### src/hw/rtl/bdc_pkg.sv
// bdc_pkg: shared types and constants for the de casteljau bezier evaluator
// command and result codes, the fixed-point constants, and the controller to datapath struct
// no dependencies
`default_nettype none

package bdc_pkg;

  // item command codes
  typedef enum logic [1:0] {
    CMD_CLEAR  = 2'd0,
    CMD_APPEND = 2'd1,
    CMD_REMOVE = 2'd2,
    CMD_EVAL   = 2'd3
  } cmd_code_t;

  // result status codes
  typedef enum logic [1:0] {
    ST_CURVE = 2'd0,
    ST_FEW   = 2'd1,
    ST_DONE  = 2'd2,
    ST_FULL  = 2'd3
  } status_t;

  localparam int COORD_W  = 12;
  localparam int FRAC_W   = 4;
  localparam int FIX_W    = COORD_W + FRAC_W;
  localparam int T_W      = 17;
  localparam int T_FRAC_W = 16;

  localparam logic [T_W-1:0] T_ONE = 17'h10000;
  localparam int MIN_CURVE_POINTS = 3;

  // product of a 17-bit unsigned t and a 17-bit signed difference
  localparam int PROD_W = (T_W + 1) + (FIX_W + 1);
  localparam logic signed [PROD_W-1:0] ROUND_HALF = PROD_W'(32768);

  // commands from the controller to the datapath
  typedef struct packed {
    logic ctrl_wr;      // append point to the control store
    logic load_t;       // capture the curve parameter
    logic rd_en;        // read one point for the lerp stream
    logic rd_first;     // first read of a pass, nothing to interpolate yet
    logic rd_src_ctrl;  // first pass reads the control store
    logic emit_curve;   // load output with the curve point
    logic emit_zero;    // load output with zero
  } dp_cmd_t;

endpackage

`default_nettype wire

### src/hw/rtl/bdc_ram.sv
// bdc_ram: generic single write port, single read port RAM with registered read
// no dependencies
`default_nettype none

module bdc_ram #(
  parameter int WIDTH = 32,
  parameter int DEPTH = 16
) (
  input  wire logic                     clk,
  input  wire logic                     wr_en,
  input  wire logic [$clog2(DEPTH)-1:0] wr_addr,
  input  wire logic [WIDTH-1:0]         wr_data,
  input  wire logic                     rd_en,
  input  wire logic [$clog2(DEPTH)-1:0] rd_addr,
  output logic      [WIDTH-1:0]         rd_data
);

  logic [WIDTH-1:0] mem [DEPTH];

  always_ff @(posedge clk) begin
    if (wr_en) begin
      mem[wr_addr] <= wr_data;
    end
    if (rd_en) begin
      rd_data <= mem[rd_addr];
    end
  end

endmodule

`default_nettype wire

### src/hw/rtl/bdc_datapath.sv
// bdc_datapath: control and work stores, the shared two-axis lerp pipeline, output point
// depends on bdc_pkg and bdc_ram
`default_nettype none

module bdc_datapath
  import bdc_pkg::*;
#(
  parameter int MAX_POINTS = 16
) (
  input  wire logic                          clk,
  input  wire logic                          rst,
  input  wire dp_cmd_t                       cmd,
  input  wire logic [$clog2(MAX_POINTS)-1:0] ctrl_wr_addr,
  input  wire logic [$clog2(MAX_POINTS)-1:0] rd_addr,
  input  wire logic [COORD_W-1:0]            point_x,
  input  wire logic [COORD_W-1:0]            point_y,
  input  wire logic [T_W-1:0]                t_position,
  output logic                               pipe_busy,
  output logic      [FIX_W-1:0]              curve_x,
  output logic      [FIX_W-1:0]              curve_y
);

  localparam int IDX_W = $clog2(MAX_POINTS);

  logic [T_W-1:0]         t_sat;
  logic [2*COORD_W-1:0]   ctrl_rdata;
  logic [2*FIX_W-1:0]     work_rdata;

  logic                   s0_vld;
  logic                   s0_first;
  logic                   s0_src;
  logic [IDX_W-1:0]       s0_addr;
  logic [2*FIX_W-1:0]     s0_point;
  logic [2*FIX_W-1:0]     prev;

  logic                   s1_vld;
  logic [IDX_W-1:0]       s1_addr;
  logic [FIX_W-1:0]       s1_px;
  logic [FIX_W-1:0]       s1_py;
  logic signed [PROD_W-1:0] s1_prod_x;
  logic signed [PROD_W-1:0] s1_prod_y;

  logic signed [FIX_W:0]  diff_x;
  logic signed [FIX_W:0]  diff_y;
  logic signed [T_W:0]    t_signed;
  logic signed [PROD_W-1:0] step_x;
  logic signed [PROD_W-1:0] step_y;
  logic [FIX_W-1:0]       res_x;
  logic [FIX_W-1:0]       res_y;
  logic [2*FIX_W-1:0]     last;

  bdc_ram #(
    .WIDTH(2 * COORD_W),
    .DEPTH(MAX_POINTS)
  ) u_ctrl_ram (
    .clk     (clk),
    .wr_en   (cmd.ctrl_wr),
    .wr_addr (ctrl_wr_addr),
    .wr_data ({point_x, point_y}),
    .rd_en   (cmd.rd_en & cmd.rd_src_ctrl),
    .rd_addr (rd_addr),
    .rd_data (ctrl_rdata)
  );

  bdc_ram #(
    .WIDTH(2 * FIX_W),
    .DEPTH(MAX_POINTS)
  ) u_work_ram (
    .clk     (clk),
    .wr_en   (s1_vld),
    .wr_addr (s1_addr),
    .wr_data ({res_x, res_y}),
    .rd_en   (cmd.rd_en & ~cmd.rd_src_ctrl),
    .rd_addr (rd_addr),
    .rd_data (work_rdata)
  );

  // control points enter as 12.4 with zero fraction
  always_comb begin
    if (s0_src) begin
      s0_point = {ctrl_rdata[2*COORD_W-1:COORD_W], {FRAC_W{1'b0}},
                  ctrl_rdata[COORD_W-1:0], {FRAC_W{1'b0}}};
    end else begin
      s0_point = work_rdata;
    end
  end

  assign t_signed = $signed({1'b0, t_sat});
  assign diff_x   = $signed({1'b0, s0_point[2*FIX_W-1:FIX_W]}) -
                    $signed({1'b0, prev[2*FIX_W-1:FIX_W]});
  assign diff_y   = $signed({1'b0, s0_point[FIX_W-1:0]}) -
                    $signed({1'b0, prev[FIX_W-1:0]});

  // round to nearest, halves upward: floor((t*d + half) / 2^16)
  assign step_x = (s1_prod_x + ROUND_HALF) >>> T_FRAC_W;
  assign step_y = (s1_prod_y + ROUND_HALF) >>> T_FRAC_W;
  assign res_x  = s1_px + step_x[FIX_W-1:0];
  assign res_y  = s1_py + step_y[FIX_W-1:0];

  assign pipe_busy = s0_vld | s1_vld;

  always_ff @(posedge clk) begin
    if (rst) begin
      s0_vld <= 1'b0;
      s1_vld <= 1'b0;
    end else begin
      s0_vld <= cmd.rd_en;
      s1_vld <= s0_vld & ~s0_first;
    end

    if (cmd.load_t) begin
      t_sat <= (t_position > T_ONE) ? T_ONE : t_position;
    end

    s0_first <= cmd.rd_first;
    s0_src   <= cmd.rd_src_ctrl;
    s0_addr  <= rd_addr;

    if (s0_vld) begin
      prev <= s0_point;
    end

    if (s0_vld && !s0_first) begin
      s1_prod_x <= PROD_W'(t_signed) * PROD_W'(diff_x);
      s1_prod_y <= PROD_W'(t_signed) * PROD_W'(diff_y);
      s1_px     <= prev[2*FIX_W-1:FIX_W];
      s1_py     <= prev[FIX_W-1:0];
      s1_addr   <= s0_addr - IDX_W'(1);
    end

    // the only write of the final pass is the curve point
    if (s1_vld) begin
      last <= {res_x, res_y};
    end

    if (cmd.emit_curve) begin
      curve_x <= last[2*FIX_W-1:FIX_W];
      curve_y <= last[FIX_W-1:0];
    end else if (cmd.emit_zero) begin
      curve_x <= '0;
      curve_y <= '0;
    end
  end

endmodule

`default_nettype wire

### src/hw/rtl/bdc_controller.sv
// bdc_controller: command decode, point count and the pass sequencer for evaluation
// depends on bdc_pkg
`default_nettype none

module bdc_controller
  import bdc_pkg::*;
#(
  parameter int MAX_POINTS = 16
) (
  input  wire logic                            clk,
  input  wire logic                            rst,
  input  wire logic                            start,
  input  wire logic [1:0]                      command,
  input  wire logic                            pipe_busy,
  output logic                                 busy,
  output logic                                 done,
  output logic      [1:0]                      status,
  output logic      [$clog2(MAX_POINTS+1)-1:0] point_count,
  output dp_cmd_t                              cmd,
  output logic      [$clog2(MAX_POINTS)-1:0]   ctrl_wr_addr,
  output logic      [$clog2(MAX_POINTS)-1:0]   rd_addr
);

  localparam int IDX_W = $clog2(MAX_POINTS);
  localparam int CNT_W = $clog2(MAX_POINTS + 1);

  typedef enum logic [1:0] {
    S_IDLE,
    S_PASS,
    S_DRAIN
  } state_t;

  state_t           state;
  logic [CNT_W-1:0] count;
  logic [CNT_W-1:0] pass_len;
  logic [IDX_W-1:0] rd_idx;
  logic             first_pass;
  status_t          status_q;

  logic             accept;
  logic             has_room;
  logic             enough;
  logic             last_read;
  logic             pass_done;

  assign accept    = start && (state == S_IDLE);
  assign has_room  = count < CNT_W'(MAX_POINTS);
  assign enough    = count >= CNT_W'(MIN_CURVE_POINTS);
  assign last_read = CNT_W'(rd_idx) == pass_len - CNT_W'(1);
  assign pass_done = (state == S_DRAIN) && !pipe_busy;

  assign busy         = (state != S_IDLE);
  assign status       = status_q;
  assign point_count  = count;
  assign rd_addr      = rd_idx;
  assign ctrl_wr_addr = count[IDX_W-1:0];

  always_comb begin
    cmd.ctrl_wr     = accept && (cmd_code_t'(command) == CMD_APPEND) && has_room;
    cmd.load_t      = accept && (cmd_code_t'(command) == CMD_EVAL);
    cmd.rd_en       = (state == S_PASS);
    cmd.rd_first    = (rd_idx == '0);
    cmd.rd_src_ctrl = first_pass;
    cmd.emit_curve  = pass_done && (pass_len == CNT_W'(2));
    cmd.emit_zero   = accept && !((cmd_code_t'(command) == CMD_EVAL) && enough);
  end

  always_ff @(posedge clk) begin
    if (rst) begin
      state      <= S_IDLE;
      count      <= '0;
      done       <= 1'b0;
      status_q   <= ST_DONE;
      pass_len   <= '0;
      rd_idx     <= '0;
      first_pass <= 1'b0;
    end else begin
      done <= 1'b0;
      case (state)
        S_IDLE: begin
          if (accept) begin
            case (cmd_code_t'(command))
              CMD_CLEAR: begin
                count    <= '0;
                status_q <= ST_DONE;
                done     <= 1'b1;
              end
              CMD_APPEND: begin
                if (has_room) begin
                  count    <= count + CNT_W'(1);
                  status_q <= ST_DONE;
                end else begin
                  status_q <= ST_FULL;
                end
                done <= 1'b1;
              end
              CMD_REMOVE: begin
                if (count != '0) begin
                  count <= count - CNT_W'(1);
                end
                status_q <= ST_DONE;
                done     <= 1'b1;
              end
              CMD_EVAL: begin
                if (enough) begin
                  pass_len   <= count;
                  rd_idx     <= '0;
                  first_pass <= 1'b1;
                  state      <= S_PASS;
                end else begin
                  status_q <= ST_FEW;
                  done     <= 1'b1;
                end
              end
              default: begin
                status_q <= ST_DONE;
                done     <= 1'b1;
              end
            endcase
          end
        end
        S_PASS: begin
          if (last_read) begin
            state <= S_DRAIN;
          end else begin
            rd_idx <= rd_idx + IDX_W'(1);
          end
        end
        S_DRAIN: begin
          // next pass starts only once every write of this one has landed
          if (!pipe_busy) begin
            if (pass_len == CNT_W'(2)) begin
              status_q <= ST_CURVE;
              done     <= 1'b1;
              state    <= S_IDLE;
            end else begin
              pass_len   <= pass_len - CNT_W'(1);
              rd_idx     <= '0;
              first_pass <= 1'b0;
              state      <= S_PASS;
            end
          end
        end
        default: begin
          state <= S_IDLE;
        end
      endcase
    end
  end

endmodule

`default_nettype wire

### src/hw/rtl/bezier_de_casteljau_evaluator_core.sv
// bezier_de_casteljau_evaluator_core: top level, controller plus datapath
// depends on bdc_pkg, bdc_controller, bdc_datapath (and bdc_ram below it)
//
//   channel   handshake            payload
//   command   start / busy         command, point_x, point_y, t_position
//   result    done (one cycle)     curve_x, curve_y, status, point_count
//
// clear, append and remove: the result shows in the cycle after the transfer
// evaluate with n points keeps busy high until its result shows;
//   one shared lerp unit streams each pass of n..2 points and drains between passes
// fewer than three points gives the result in the next cycle with busy left low
// rst is synchronous and empties the store; the result side has no back-pressure
`default_nettype none

module bezier_de_casteljau_evaluator_core
  import bdc_pkg::*;
#(
  parameter int MAX_POINTS = 16
) (
  input  wire logic                                clk,
  input  wire logic                                rst,
  input  wire logic                                start,
  output logic                                     busy,
  input  wire logic [1:0]                          command,
  input  wire logic [COORD_W-1:0]                  point_x,
  input  wire logic [COORD_W-1:0]                  point_y,
  input  wire logic [T_W-1:0]                      t_position,
  output logic                                     done,
  output logic      [FIX_W-1:0]                    curve_x,
  output logic      [FIX_W-1:0]                    curve_y,
  output logic      [1:0]                          status,
  output logic      [$clog2(MAX_POINTS+1)-1:0]     point_count
);

  localparam int IDX_W = $clog2(MAX_POINTS);

  dp_cmd_t          cmd;
  logic             pipe_busy;
  logic [IDX_W-1:0] ctrl_wr_addr;
  logic [IDX_W-1:0] rd_addr;

  bdc_controller #(
    .MAX_POINTS(MAX_POINTS)
  ) u_ctrl (
    .clk          (clk),
    .rst          (rst),
    .start        (start),
    .command      (command),
    .pipe_busy    (pipe_busy),
    .busy         (busy),
    .done         (done),
    .status       (status),
    .point_count  (point_count),
    .cmd          (cmd),
    .ctrl_wr_addr (ctrl_wr_addr),
    .rd_addr      (rd_addr)
  );

  bdc_datapath #(
    .MAX_POINTS(MAX_POINTS)
  ) u_dp (
    .clk          (clk),
    .rst          (rst),
    .cmd          (cmd),
    .ctrl_wr_addr (ctrl_wr_addr),
    .rd_addr      (rd_addr),
    .point_x      (point_x),
    .point_y      (point_y),
    .t_position   (t_position),
    .pipe_busy    (pipe_busy),
    .curve_x      (curve_x),
    .curve_y      (curve_y)
  );

endmodule

`default_nettype wire

### config.mk
export PLATFORM = sky130hd
export DESIGN_NAME = bezier_de_casteljau_evaluator_core
export DESIGN_NICKNAME = d
export VERILOG_FILES = /design/src/hw/rtl/bdc_pkg.sv /design/src/hw/rtl/bdc_ram.sv /design/src/hw/rtl/bdc_datapath.sv /design/src/hw/rtl/bdc_controller.sv /design/src/hw/rtl/bezier_de_casteljau_evaluator_core.sv
export SDC_FILE = /design/constraint.sdc
export NUM_CORES = 2
export LEC_CHECK = 0
export BUFFER_PORTS_ARGS = -buffer_cell sky130_fd_sc_hd__buf_2
export CAP_MARGIN = 5
export CORE_UTILIZATION = 55
export CTS_CLUSTER_DIAMETER = 120
export CTS_CLUSTER_SIZE = 40
export DETAILED_ROUTE_END_ITERATION = 10
export PLACE_DENSITY = 0.68
export SLEW_MARGIN = 30
export SYNTH_ARGS = -nofsm -noshare
export SYNTH_HDL_FRONTEND = slang
export SYNTH_SLANG_ARGS = --single-unit
### constraint.sdc
create_clock -name clk -period 10.8 [get_ports clk]
set_clock_uncertainty 0.05 [all_clocks]
set_input_delay 2.7 -clock clk [delete_from_list [all_inputs] [get_ports clk]]
set_output_delay 2.7 -clock clk [all_outputs]
set_load 0.01 [all_outputs]
==> results by group <==
STA
  – Slew HR: between 30% and 40%
  – Worst-Margin Slew: 1010 ps
  – Setup TNS: 0 ps
  – Highest clock rate: between 100 and 150 MHz
  – Final setup viols: 0
  – Hold Fails Final Rpt: 0
  – RSZ-0062 raised after global routing: false
  – Fin crit share: 87.1%
  – Max-slew violations: 0
  – Fin crit period: 9400 ps

Place
  – Dpl hpwl: 91800 um
  – Routability cong.: 0.828
  – Port Buffers: 86

Drt
  – Vias: 34418
  – Drt via density: 5.78
  – DRT iter0 DRCs: ~2600
  – Drt pass-1 iters: 5
  – WL/cell: ~24 um
  – Antenna-violating nets left: 0
  – DRC Markers: 0
  – WL final: between 100000 and 150000 um

Synthesis
  – Net Count, Synth: 5132
  – Share of the synthesized area in the top cell type: between 50 and 60%
  – Synth Register Bits: about 1200
  – Top cells by area, synth: edfxtp_1 (53%), fa_1 (14%), mux4_2 (9.8%)
  – Synth warn: 0
  – Synth Instances: between 4000 and 5000
  – Async SR Flop Fraction: 0%
  – EDFF count, synth: 1135
  – Cell Area, Synth: between 60000 and 70000 um2
  – Yosys top cell by area: edfxtp_1
  – Main flop type after synthesis: edfxtp_1
  – Netlist cell types: between 70 and 80
  – Most frequent cell after synthesis: edfxtp_1
  – Seq/Total Area, Yosys: between 50 and 60%
  – Avg Cell Area, Syn: roughly 15 um2
  – Post-synth top cells: edfxtp_1 (1135), inv_1 (649), fa_1 (451), nand2_1 (366), ha_1 (295)

Global route
  – Total GRT Usage: between 20% and 30%
  – GRT overflow: 0
  – Vias in the first global route: around 36000
  – Largest net degree at the start of global routing: 110
  – Initial antenna violation count: 5
  – First-pass GRT wire length: between 200000 and 250000 um

CTS
  – Setup Fix Bufs, Post-CTS: 0
  – H-tree depth: 2
  – Hold-fix buffers, CTS: 0
  – Reg clk slew, reported paths: about 140 ps
  – CTS root buf: clkbuf_16
  – Worst-skew pair later-pin latency: between 600 and 700 ps
  – CTS max path bufs: 3
  – TritonCTS Buffers: 38
  – Sink Count: about 1200
  – Post-CTS Resized: 0
  – CTS tree: yes

Critical path
  – Worst setup EP type: flip-flop
  – Arrival @ worst endpoint: 9780 ps
  – Worst path bufs/invs: 3
  – Critical path's largest stage delay: a little under 800 ps
  – Req. time, crit path: 11170 ps
  – Most used cell, CP: fa_1
  – Largest fanout on the critical path: 23
  – Family with the most delay on the worst path: adder cells
  – Crit path kind: reg -> reg
  – Worst Setup Start Kind: flip-flop
  – Worst path slowest cell: xnor2_1

Cells and area
  – Share of layout cells above drive strength 1: between 10% and 20%
  – Area grow syn2layout: 6.57%
  – Layout Nets: 5200

Die
  – Die height: between 300 and 400 um
  – I/O Pins: 87
  – Initial Util: about 55%
  – Row count: roughly 130
  – DIE AREA: 119000 um2
  – Core Area: 116000 um2
  – Die X: about 340 um

Run
  – Max-capacitance violation count: 0

Pwr
  – Total Power: 11.2 mW
  – Worst-case vdd ir drop: about 0.00023 V
  – Cell Pwr Density: 163 nW/um2
  – Static Leakage: approximately 26 nW

Hold path
  – Worst hold path class: reg -> reg

Outcome
  – Status: finished clean
## worst paths after layout
check,endpoint,startpoint,cells past startpoint,slack [ps]
setup / recovery,u_dp.s1_prod_y[31],u_dp.s0_src,29,1400
hold / removal,u_dp.s1_py[11],u_dp.prev[11],0,420
setup reg to reg,u_dp.s1_prod_y[31],u_dp.s0_src,29,1400
hold reg to reg,u_dp.s1_py[11],u_dp.prev[11],0,420
## per-stage QoR
| stage | instances | hold WS (ps) | utilization, % | cell area [um2] | worst slack, ps |
|---|---|---|---|---|---|
| global placement | 5889 | 383 | 57.9 | 67300 | 1720 |
| floorplan | 4340 | 279 | - | 64500 | 2400 |
| CTS | 5948 | 415 | 59.1 | 68700 | 1440 |
| global route | 5949 | 433 | 59.1 | 68700 | 915 |
| finish | 5950 | 417 | 59.1 | 68700 | 1400 |
| detailed placement | 5891 | 383 | 58.0 | 67500 | 1510 |
## placed cells by master (no fill, tap or decap), types with 11 or more instances in the layout
cell / instances
fa_1: 451
nor2b_1: 93
xnor2_1: 74
a211oi_1: 12
nand3_1: 42
nor2_4: 13
inv_1: 649
nor2_2: 13
o21ai_0: 22
nand2b_1: 25
buf_2: 87
edfxtp_1: 1135
a21o_1: 28
nor3_1: 33
nand2_1: 365
ha_1: 295
nor2_1: 85
and3_1: 12
a21oi_1: 70
and2_1: 194
nand3b_1: 11
buf_4: 101
or2_2: 12
or3_1: 21
dfxtp_1: 21
mux2_2: 24
xnor2_2: 12
xor2_1: 36
mux4_2: 280
clkbuf_16: 38
## state kept, by name (all words and copies together), names as in the netlist, 2 cells and up
name                     cells
u_dp.s1_prod_x              17
u_dp.s1_addr                 4
u_dp.last                   32
u_dp.s1_prod_y              17
u_ctrl.rd_addr               4
u_dp.t_sat                  17
u_ctrl.status                2
u_ctrl.state                 2
u_dp.s1_px                  16
u_dp.u_ctrl_ram.mem        384
u_dp.s0_addr                 4
u_dp.u_work_ram.rd_data     32
u_dp.s1_py                  16
u_dp.prev                   32
u_dp.curve_y                16
u_ctrl.pass_len              5
u_dp.curve_x                16
u_dp.u_work_ram.mem        512
u_dp.u_ctrl_ram.rd_data     24
u_ctrl.point_count           5
## where the power goes
group	internal (mW)	switching, mW
logic	1.72	2.32
registers	5.12	0.00979
clock network	0.701	1.35
total	7.55	3.68
## final cells by class
class                   count  area (um2)
fillers                  8873       47500
clock inverters            12         234
multi-input cells        2364       27200
inverters                 649        2440
well taps                1524        1910
clock buffers              45         977
diodes                      1        2.50
repair buffers            192        1290
flip-flops and latches   1163       34700
## kinds of logic (layout without fill, tap and decap cells)
logic type	Yosys count	count (layout)	share of synthesized area [%]
flops	1163	1163	53.7
simple gates	958	958	7.36
buf+inv	813	898	4.74
fa+ha+maj	746	746	19.7
mux	307	307	10.2
compound gates	219	219	2.32
xor+xnor	134	134	1.87
other cells	0	1	0
## layer usage
layer,up-vias,wire [um],global-route usage (%)
met4,8,2530,4.54
met5,-,51,0
met2,890,72900,43.2
met3,165,6720,2.59
met1,18144,58400,33.0
li1,15211,-,-
(Power assumes the default switching activity.)
